[src/design/ptss_pkg.sv]
// package for the periodic task slot scheduler
// request, action and status codes plus default sizes; no dependencies
package ptss_pkg;

    localparam int unsigned MAX_TASKS_DEF      = 16;
    localparam int unsigned MAX_GENERATION_DEF = 32767;
    localparam logic [31:0] DEFAULT_YIELD_RST  = 32'd1;
    localparam logic [31:0] HALF_RANGE         = 32'h8000_0000;

    localparam logic [2:0] REQ_START  = 3'd0;
    localparam logic [2:0] REQ_CANCEL = 3'd1;
    localparam logic [2:0] REQ_CLEAR  = 3'd2;
    localparam logic [2:0] REQ_POLL   = 3'd3;
    localparam logic [2:0] REQ_REPORT = 3'd4;
    localparam logic [2:0] REQ_QUERY  = 3'd5;

    localparam logic [1:0] ACT_DONE    = 2'd0;
    localparam logic [1:0] ACT_YIELD   = 2'd1;
    localparam logic [1:0] ACT_SLEEP   = 2'd2;
    localparam logic [1:0] ACT_INVALID = 2'd3;

    localparam logic [1:0] ST_OK    = 2'd0;
    localparam logic [1:0] ST_NONE  = 2'd1;
    localparam logic [1:0] ST_STALE = 2'd2;

endpackage

[src/design/periodic_task_slot_scheduler.sv]
// periodic task slot scheduler: slot table with generation-checked handles
// depends on ptss_pkg; one module with a shared scan-pointer datapath and a serial divider
//
//  channel | signals                                   | direction | flow
//  --------+-------------------------------------------+-----------+----------------------
//  request | start, busy, req_type..sleep_ms           | in        | taken on start & !busy
//  result  | result_valid, status..task_count          | out       | one-cycle strobe
//  config  | cfg_valid, cfg_ready, cfg_data            | in        | taken on valid & ready
//
// a request walks the table one slot per cycle; start, poll, query and clear scan in S_SCAN,
// cancel is settled in S_CHECK, and a report on a periodic task also runs the restoring
// divider in S_DIV and then S_BND before S_DONE
// reset clears every slot at once (valid bits in flip-flops), cursors to zero, delay to one
// the result strobe cannot be held off; busy drops in the cycle the strobe is shown
module periodic_task_slot_scheduler
    import ptss_pkg::*;
#(
    parameter int unsigned MAX_TASKS      = MAX_TASKS_DEF,
    parameter int unsigned MAX_GENERATION = MAX_GENERATION_DEF
) (
    input  logic        clk,
    input  logic        rst_n,
    input  logic        start,
    output logic        busy,
    input  logic [2:0]  req_type,
    input  logic [31:0] now_ms,
    input  logic [31:0] first_delay_ms,
    input  logic [31:0] interval_ms,
    input  logic [30:0] handle,
    input  logic [1:0]  action_code,
    input  logic [31:0] sleep_ms,
    output logic        result_valid,
    output logic [1:0]  status,
    output logic [30:0] handle_out,
    output logic [31:0] due_ms,
    output logic        has_tasks,
    output logic [4:0]  task_count,
    input  logic        cfg_valid,
    output logic        cfg_ready,
    input  logic [31:0] cfg_data
);

    localparam int unsigned IW = (MAX_TASKS > 1) ? $clog2(MAX_TASKS) : 1;
    localparam int unsigned CW = $clog2(MAX_TASKS + 1);

    typedef enum logic [3:0] {
        S_IDLE, S_SCAN, S_CHECK, S_DIV, S_BND, S_DONE
    } state_t;

    state_t state_reg;

    logic [MAX_TASKS-1:0] occ_reg;
    logic [31:0]          next_run_mem [MAX_TASKS];
    logic [31:0]          period_mem   [MAX_TASKS];
    logic [14:0]          gen_mem      [MAX_TASKS];
    logic [CW-1:0]        count_reg;
    logic [IW-1:0]        alloc_reg;
    logic [IW-1:0]        run_reg;
    logic [31:0]          yield_reg;

    logic [2:0]  req_reg;
    logic [31:0] now_reg, after_reg, per_in_reg, arg_reg;
    logic [1:0]  act_reg;
    logic [IW-1:0] idx_reg;
    logic [CW-1:0] step_reg;
    logic        found_reg;
    logic [31:0] best_w_reg;

    // divider state: quotient in q, remainder in r
    logic [31:0] q_reg, r_reg, dvs_reg, prev_reg;
    logic [5:0]  dcnt_reg;

    logic [1:0]  status_reg;
    logic [30:0] hout_reg;
    logic [31:0] due_reg;
    logic        rv_reg;

    // handle decode
    logic [15:0] h_part;
    logic [14:0] h_gen;
    logic        h_ok;
    logic [IW-1:0] h_idx;
    always_comb
    begin
        h_part = handle[15:0];
        h_gen  = handle[30:16];
        h_idx  = IW'(h_part - 16'd1);
        h_ok   = (h_part != 16'd0) && (32'(h_part) <= MAX_TASKS) && (h_gen != 15'd0)
                 && occ_reg[h_idx] && (gen_mem[h_idx] == h_gen);
    end

    function automatic logic [14:0] gen_adv(input logic [14:0] g);
        logic [15:0] n;
        n = {1'b0, g} + 16'd1;
        if (n == 16'd0 || 32'(n) > MAX_GENERATION)
            n = 16'd1;
        return n[14:0];
    endfunction

    function automatic logic [30:0] mk_handle(input logic [IW-1:0] i, input logic [14:0] g);
        if (g == 15'd0 || 32'(g) > MAX_GENERATION)
            return '0;
        return {g, 16'(32'(i) + 1)};
    endfunction

    // shared datapath values for the slot under the scan pointer
    logic [31:0] cur_nr, cur_diff, wait_v, dsum, sd_v, rtrial;
    logic        cur_reached;
    always_comb
    begin
        cur_nr      = next_run_mem[idx_reg];
        cur_diff    = now_reg - cur_nr;
        cur_reached = cur_diff < HALF_RANGE;
        wait_v      = cur_reached ? 32'd0 : (cur_nr - now_reg);
        sd_v        = now_reg + ((arg_reg == 32'd0) ? yield_reg : arg_reg);
        rtrial      = {r_reg[30:0], q_reg[31]};
        dsum        = prev_reg + (q_reg + 32'd1) * dvs_reg;
    end

    assign busy      = (state_reg != S_IDLE);
    assign cfg_ready = !busy;
    assign result_valid = rv_reg;
    assign status    = status_reg;
    assign handle_out = hout_reg;
    assign due_ms    = due_reg;
    assign has_tasks = (count_reg != '0);
    assign task_count = 5'(count_reg);

    logic [IW-1:0] wrap_next;
    assign wrap_next = (32'(idx_reg) == MAX_TASKS - 1) ? '0 : idx_reg + IW'(1);

    always_ff @(posedge clk or negedge rst_n)
    begin
        if (!rst_n)
        begin
            state_reg  <= S_IDLE;
            occ_reg    <= '0;
            count_reg  <= '0;
            alloc_reg  <= '0;
            run_reg    <= '0;
            yield_reg  <= DEFAULT_YIELD_RST;
            rv_reg     <= 1'b0;
            for (int i = 0; i < MAX_TASKS; i++)
                gen_mem[i] <= '0;
        end
        else
        begin
            rv_reg <= 1'b0;
            case (state_reg)
                S_IDLE:
                begin
                    if (cfg_valid)
                        yield_reg <= cfg_data;
                    if (start)
                    begin
                        req_reg    <= req_type;
                        now_reg    <= now_ms;
                        after_reg  <= first_delay_ms;
                        per_in_reg <= interval_ms;
                        act_reg    <= action_code;
                        arg_reg    <= sleep_ms;
                        step_reg   <= '0;
                        found_reg  <= 1'b0;
                        status_reg <= ST_OK;
                        hout_reg   <= '0;
                        due_reg    <= '0;
                        case (req_type)
                            REQ_START:            idx_reg <= alloc_reg;
                            REQ_POLL:             idx_reg <= run_reg;
                            REQ_CLEAR, REQ_QUERY: idx_reg <= '0;
                            default:              idx_reg <= h_idx;
                        endcase
                        case (req_type)
                            REQ_CANCEL, REQ_REPORT:
                            begin
                                if (!h_ok)
                                begin
                                    status_reg <= ST_STALE;
                                    state_reg  <= S_DONE;
                                end
                                else
                                    state_reg <= S_CHECK;
                            end
                            REQ_CLEAR, REQ_QUERY:
                            begin
                                state_reg <= S_SCAN;
                            end
                            REQ_START:
                            begin
                                if (32'(count_reg) >= MAX_TASKS)
                                begin
                                    status_reg <= ST_NONE;
                                    state_reg  <= S_DONE;
                                end
                                else
                                    state_reg <= S_SCAN;
                            end
                            REQ_POLL:
                            begin
                                if (count_reg == '0)
                                begin
                                    status_reg <= ST_NONE;
                                    state_reg  <= S_DONE;
                                end
                                else
                                    state_reg <= S_SCAN;
                            end
                            default: state_reg <= S_DONE;
                        endcase
                    end
                end
                S_SCAN:
                begin
                    // one slot per cycle
                    step_reg <= step_reg + CW'(1);
                    idx_reg  <= wrap_next;
                    case (req_reg)
                        REQ_START:
                        begin
                            if (!occ_reg[idx_reg])
                            begin
                                occ_reg[idx_reg]      <= 1'b1;
                                next_run_mem[idx_reg] <= now_reg + after_reg;
                                period_mem[idx_reg]   <= per_in_reg;
                                if (gen_mem[idx_reg] == 15'd0
                                    || 32'(gen_mem[idx_reg]) > MAX_GENERATION)
                                begin
                                    gen_mem[idx_reg] <= 15'd1;
                                    hout_reg <= mk_handle(idx_reg, 15'd1);
                                end
                                else
                                    hout_reg <= mk_handle(idx_reg, gen_mem[idx_reg]);
                                count_reg <= count_reg + CW'(1);
                                alloc_reg <= wrap_next;
                                state_reg <= S_DONE;
                            end
                        end
                        REQ_POLL:
                        begin
                            if (occ_reg[idx_reg] && cur_reached)
                            begin
                                run_reg   <= wrap_next;
                                hout_reg  <= mk_handle(idx_reg, gen_mem[idx_reg]);
                                state_reg <= S_DONE;
                            end
                            else if (32'(step_reg) == MAX_TASKS - 1)
                            begin
                                status_reg <= ST_NONE;
                                state_reg  <= S_DONE;
                            end
                        end
                        REQ_CLEAR:
                        begin
                            if (occ_reg[idx_reg])
                            begin
                                occ_reg[idx_reg]      <= 1'b0;
                                next_run_mem[idx_reg] <= '0;
                                period_mem[idx_reg]   <= '0;
                                gen_mem[idx_reg]      <= gen_adv(gen_mem[idx_reg]);
                                count_reg             <= count_reg - CW'(1);
                            end
                            if (32'(step_reg) == MAX_TASKS - 1)
                            begin
                                run_reg   <= '0;
                                alloc_reg <= '0;
                                state_reg <= S_DONE;
                            end
                        end
                        default:
                        begin
                            // query: least wait, first in index order on ties
                            if (occ_reg[idx_reg] && (!found_reg || wait_v < best_w_reg))
                            begin
                                found_reg    <= 1'b1;
                                best_w_reg   <= wait_v;
                                due_reg      <= cur_nr;
                            end
                            if (32'(step_reg) == MAX_TASKS - 1)
                            begin
                                if (!found_reg && !occ_reg[idx_reg])
                                    status_reg <= ST_NONE;
                                state_reg <= S_DONE;
                            end
                        end
                    endcase
                end
                S_CHECK:
                begin
                    prev_reg <= cur_nr;
                    dvs_reg  <= period_mem[idx_reg];
                    q_reg    <= cur_diff;
                    r_reg    <= '0;
                    dcnt_reg <= '0;
                    if (req_reg == REQ_CANCEL || act_reg == ACT_DONE
                        || act_reg == ACT_INVALID)
                    begin
                        occ_reg[idx_reg]      <= 1'b0;
                        next_run_mem[idx_reg] <= '0;
                        period_mem[idx_reg]   <= '0;
                        gen_mem[idx_reg]      <= gen_adv(gen_mem[idx_reg]);
                        count_reg             <= count_reg - CW'(1);
                        state_reg             <= S_DONE;
                    end
                    else if (period_mem[idx_reg] == 32'd0)
                    begin
                        next_run_mem[idx_reg] <= (act_reg == ACT_YIELD)
                                                 ? now_reg + yield_reg : sd_v;
                        state_reg <= S_DONE;
                    end
                    else if (!cur_reached)
                    begin
                        // boundary keeps the stored time, unless a sleep ends at or after it
                        if (act_reg == ACT_SLEEP && (sd_v - cur_nr) < HALF_RANGE)
                            next_run_mem[idx_reg] <= sd_v;
                        state_reg <= S_DONE;
                    end
                    else
                        state_reg <= S_DIV;
                end
                S_DIV:
                begin
                    // restoring division, one quotient bit per cycle
                    if (rtrial >= dvs_reg)
                    begin
                        r_reg <= rtrial - dvs_reg;
                        q_reg <= {q_reg[30:0], 1'b1};
                    end
                    else
                    begin
                        r_reg <= rtrial;
                        q_reg <= {q_reg[30:0], 1'b0};
                    end
                    dcnt_reg <= dcnt_reg + 6'd1;
                    if (dcnt_reg == 6'd31)
                        state_reg <= S_BND;
                end
                S_BND:
                begin
                    if (act_reg == ACT_SLEEP && (sd_v - dsum) < HALF_RANGE)
                        next_run_mem[idx_reg] <= sd_v;
                    else
                        next_run_mem[idx_reg] <= dsum;
                    state_reg <= S_DONE;
                end
                S_DONE:
                begin
                    rv_reg    <= 1'b1;
                    state_reg <= S_IDLE;
                end
                default: state_reg <= S_IDLE;
            endcase
        end
    end

    // a result strobe always ends a request
    assert property (@(posedge clk) disable iff (!rst_n)
        rv_reg |-> !busy) else $error("result while busy");
    assert property (@(posedge clk) disable iff (!rst_n)
        $countones(occ_reg) == 32'(count_reg)) else $error("count mismatch");
    assert property (@(posedge clk) disable iff (!rst_n)
        (rv_reg && req_reg == REQ_START && status_reg == ST_OK) |-> (hout_reg != '0))
        else $error("start gave null handle");

endmodule
[config.mk]
export PLATFORM = sky130hd
export DESIGN_NAME = periodic_task_slot_scheduler
export DESIGN_NICKNAME = d
export VERILOG_FILES = /design/src/design/ptss_pkg.sv /design/src/design/periodic_task_slot_scheduler.sv
export SDC_FILE = /design/constraint.sdc
export NUM_CORES = 2
export LEC_CHECK = 0
export ABC_CLOCK_PERIOD_IN_PS = 12400
export BUFFER_PORTS_ARGS = -buffer_cell sky130_fd_sc_hd__clkbuf_2
export CAP_MARGIN = 40
export CORE_AREA = 2 2 444 446
export DETAILED_ROUTE_END_ITERATION = 16
export DIE_AREA = 0 0 446 448
export PLACE_DENSITY = 0.68
export SLEW_MARGIN = 10
export SYNTH_ARGS = -nofsm -noshare
export SYNTH_HDL_FRONTEND = slang
export SYNTH_SLANG_ARGS = --single-unit
[constraint.sdc]
create_clock -name clk -period 12.4 [get_ports clk]
set_input_delay 2.48 -clock clk [delete_from_list [all_inputs] [get_ports clk]]
set_output_delay 2.48 -clock clk [all_outputs]
set_load 0.005 [all_outputs]
==> metrics.sh <==
GLOBALROUTEOVERFLOWTOTAL=0
FINAL_HOLD_VIOLATIONS=0
SYNTHTOLAYOUTAREAGROWTH_PCT=12.2
GRT_START_MAX_NET_PINS=175
FINCLKSKEW_NS=0.0571
SYNTH_CELL_TYPE_COUNT=87
GRT_SETUP_UNREPAIRED='no'
CTS_MADE_BUFFERS=174
CRITPATHLAUNCHTYPE='flop'
FINAL_REPORT_MAX_SLEW_VIOLATION_COUNT=0
FRACTION_OF_THE_YOSYS_AREA_TAKEN_BY_SEQUENTIAL_CELLS_PCT=50.8
AVGVIACOUNTPERCELL=6.26
YS_SEQ_ELEMENTS=1696
SHARE_OF_SYNTHESIZED_REGISTERS_CARRYING_AN_ASYNC_SET_OR_RESET_PCT=18.0
DESIGN_POWER_TOTAL_mW=13.7
CTS.HTREE.LEVELS=4
CHIPHEIGHT_UM=448
VIAS=65182
LAYOUT_MIN_CYCLE_TIME_NS=11.92
TOP_REGS='next_run_mem: 512 flops, period_mem: 512 flops, gen_mem: 240 flops'
POST_SYNTH_INSTANCE_AREA_UM2=97200
ROWS=162
TIMING_WORST_SLEW_PIN_VALUE_NS=1.01
DIE-WIDTH_UM=446
FF2FF_SETUP_SLACK_NS=0.48
SYNTH-MAIN-FF-CELL='edfxtp_1'
SYN_AREA_PER_CELL_UM2=13.3
CELLPOWERDENSITY_nW_PER_UM2=125
FINAL_MIN_PERIOD_OVER_CLOCK_PERIOD_PCT=96.1
SYN_INST=7330
TIMING.SETUP.TNS_NS=0
SYNTH_TOP_FAMILY_BY_AREA='adder cells'
IR_WORST_VDD_mV=0.123
FIN_HOLD_WS_NS=0.500
STARTING_UTILIZATION_OF_THE_CORE_AREA_PCT=50.0
CORE_AREA_UM2=195000
RUN_STATUS='complete, no violations'
FIN_NETS=8778
PLACE_CONGESTION=0.999
SYNTH_COMPOUND_GATE_AREA_SHARE_PCT=7.71
WORSTHOLDPATHCELLS=2
WORSTSKEWPAIRLATENCY_NS=0.84
PORT-BUFFER-COUNT=262
REPORT.FINAL.SETUP_VIOL=0
DRCVIOLATIONCOUNT=0
GRT_PASS1_VIAS=65388
HOLD_PATH.CLASS='flop to flop'
CTS_NUM_SINKS=1696
ROUTE.FINAL.WIRE_LENGTH_UM=302000
POWER_LEAKAGE_nW=43.3
GRT_PASS1_WL_UM=441000
CRITICAL_PATH.MOST_COMMON_CELL='fa_1'
MAX_SLEW_HEADROOM_AT_THE_WORST_PIN_PCT=32.9
TIMING.MAX_CAP.VIOLATIONS=0
MUXSHAREOFSYNTHAREA_PCT=12.0
FMAX_GHz=0.0839
GLOBAL_ROUTE.USAGE.TOTAL_PCT=30.3
ENDPOINT_KIND='flop'
CRITICAL-PATH-SLOWEST-CELL='a222oi_1'
DETAIL_PLACEMENT_HPWL_UM=214000
MAX-CLOCK-PATH-BUFFERS=3
FF2FF_PATH_DEPTH=44
WORST-SETUP-PATH-TYPE='flop to flop'
ITERATION_0_DRC_COUNT_OF_THE_DETAILED_ROUTER=7979
WORST_PATH_LARGEST_CELL_DELAY_NS=0.68
POSTROUTEANTENNANETS=0
CTS.REPORTEDPATHS.CLKPINSLEW_NS=0.06
SHARE_OF_SYNTHESIZED_CELL_AREA_IN_FULL_ADDER_HALF_ADDER_AND_MAJORITY_CELLS_PCT=14.5
WORST_EP_REQUIRED_TIME_NS=13.05
SYNTH_EDF_COUNT=1386
POST_SYNTH_XOR_AREA_FRACTION_PCT=2.85
SYNTH_WARNINGS=0
WL_PER_CELL_UM=29.0
CRITICAL_PATH_PEAK_FANOUT=23
CTSROOTBUFFERMASTER='clkbuf_16'
CTS_TREE='yes'
WORST-ENDPOINT-ARRIVAL_NS=12.57
ANTENNA_FOUND_INITIAL=7
FIRSTDRTPASSITERS=6
POST_ROUTE_CELLS_DRIVE_ABOVE_1_SHARE_PCT=18.3
POST_CTS_BUFFERS=0
TOP_LEVEL_PORTS=274
DIE_AREA_UM2=200000
SYNTH_SIMPLE_GATE_AREA_SHARE_PCT=8.01
[path summary, 6_finish.rpt]
path                                             endpoint                    start
setup / recovery           next_run_mem[13][10]$_DFFE_PP_       q_reg[1]$_DFFE_PP_
min in group asynchronous        gen_mem[179]$_DFFE_PN0P_                    rst_n
hold reg to reg                   gen_mem[75]$_DFFE_PN0P_  gen_mem[75]$_DFFE_PN0P_
setup reg to reg           next_run_mem[13][10]$_DFFE_PP_       q_reg[1]$_DFFE_PP_
max in group asynchronous        gen_mem[146]$_DFFE_PN0P_                    rst_n
hold / removal                    gen_mem[75]$_DFFE_PN0P_  gen_mem[75]$_DFFE_PN0P_
[layout by cell type (no fill, tap or decap), types with 180 or more instances in the layout]
| cell | instances |
|---|---|
| fa_1 | 444 |
| nor2_1 | 537 |
| o21ai_0 | 328 |
| ha_1 | 415 |
| edfxtp_1 | 1386 |
| buf_4 | 253 |
| clkbuf_16 | 180 |
| clkbuf_2 | 260 |
| nand2_1 | 538 |
| dfrtp_1 | 305 |
| inv_1 | 703 |
| mux4_2 | 478 |
| a21oi_1 | 261 |
[cell families (layout without fill, tap and decap cells)]
group | Yosys count | in the layout
compound gates | 1159 | 1159
xor+xnor | 298 | 298
fa+ha+maj | 860 | 860
buf+inv | 1054 | 1577
flops | 1696 | 1696
mux | 561 | 561
other cells | 1 | 14
simple gates | 1701 | 1701
[critical path, delay by kind of cell, from the launching register on]
kind / cells / cell delay, ns
simple gates: 6 / 1.36
fa+ha+maj: 11 / 4.45
flops: 1 / 0.39
compound gates: 15 / 3.49
buf+inv: 9 / 1.36
xor+xnor: 3 / 0.67
[where the power goes]
group	total (mW)	leakage [nW]	switching, mW	internal [mW]
Clock	5.41	2.86	2.32	3.09
Combinational	1.90	23.6	1.17	0.732
Sequential	6.37	16.8	0.0871	6.29
[metrics by stage]
step,std cells,util (%),setup WS (ns),instance area [um^2]
after floorplan,7341,-,1.67,97300
after CTS,10400,56.0,0.546,109000
final,10408,56.1,0.481,109000
after detailed placement,10078,53.0,0.618,103000
after global placement,10028,52.7,0.615,103000
after global routing,10406,56.1,0.0200,109000
[routing by layer]
layer	global-route usage (%)	routed length [um]
met4	13.1	14400
met2	46.2	137000
met5	0	50
met3	6.96	31800
met1	42.0	119000
[Yosys cell counts, types with 124 or more instances]
library cell / count / area share, %
edfxtp_1: 1386 / 43
inv_1: 703 / 2.7
nor2_1: 571 / 2.2
nand2_1: 539 / 2.1
mux4_2: 478 / 11
fa_1: 444 / 9.1
ha_1: 416 / 5.4
o21ai_0: 328 / 1.7
dfrtp_1: 305 / 7.9
a21oi_1: 261 / 1.3
clkbuf_1: 254 / 0.98
xnor2_1: 181 / 1.6
a21o_1: 166 / 1.3
and2_1: 124 / 0.80
[cell type report]
type                       instances  area (um^2)
sequential                      1696        49400
tap                             2542         3180
multi-input combinational       4591        44200
inverter                         713         2680
clock buffer                     214         4710
fill                           15547        85500
clock inverter                   108         1200
timing repair buffer             542         3720
antenna                            2         5.00
[timing repair]
item | in CTS | in global routing
gates resized for setup | 0 | 3
hold buffers | 0 | 0
setup endpoints to repair | 0 | 23
Note: power is estimated with default switching activity, not from simulation.
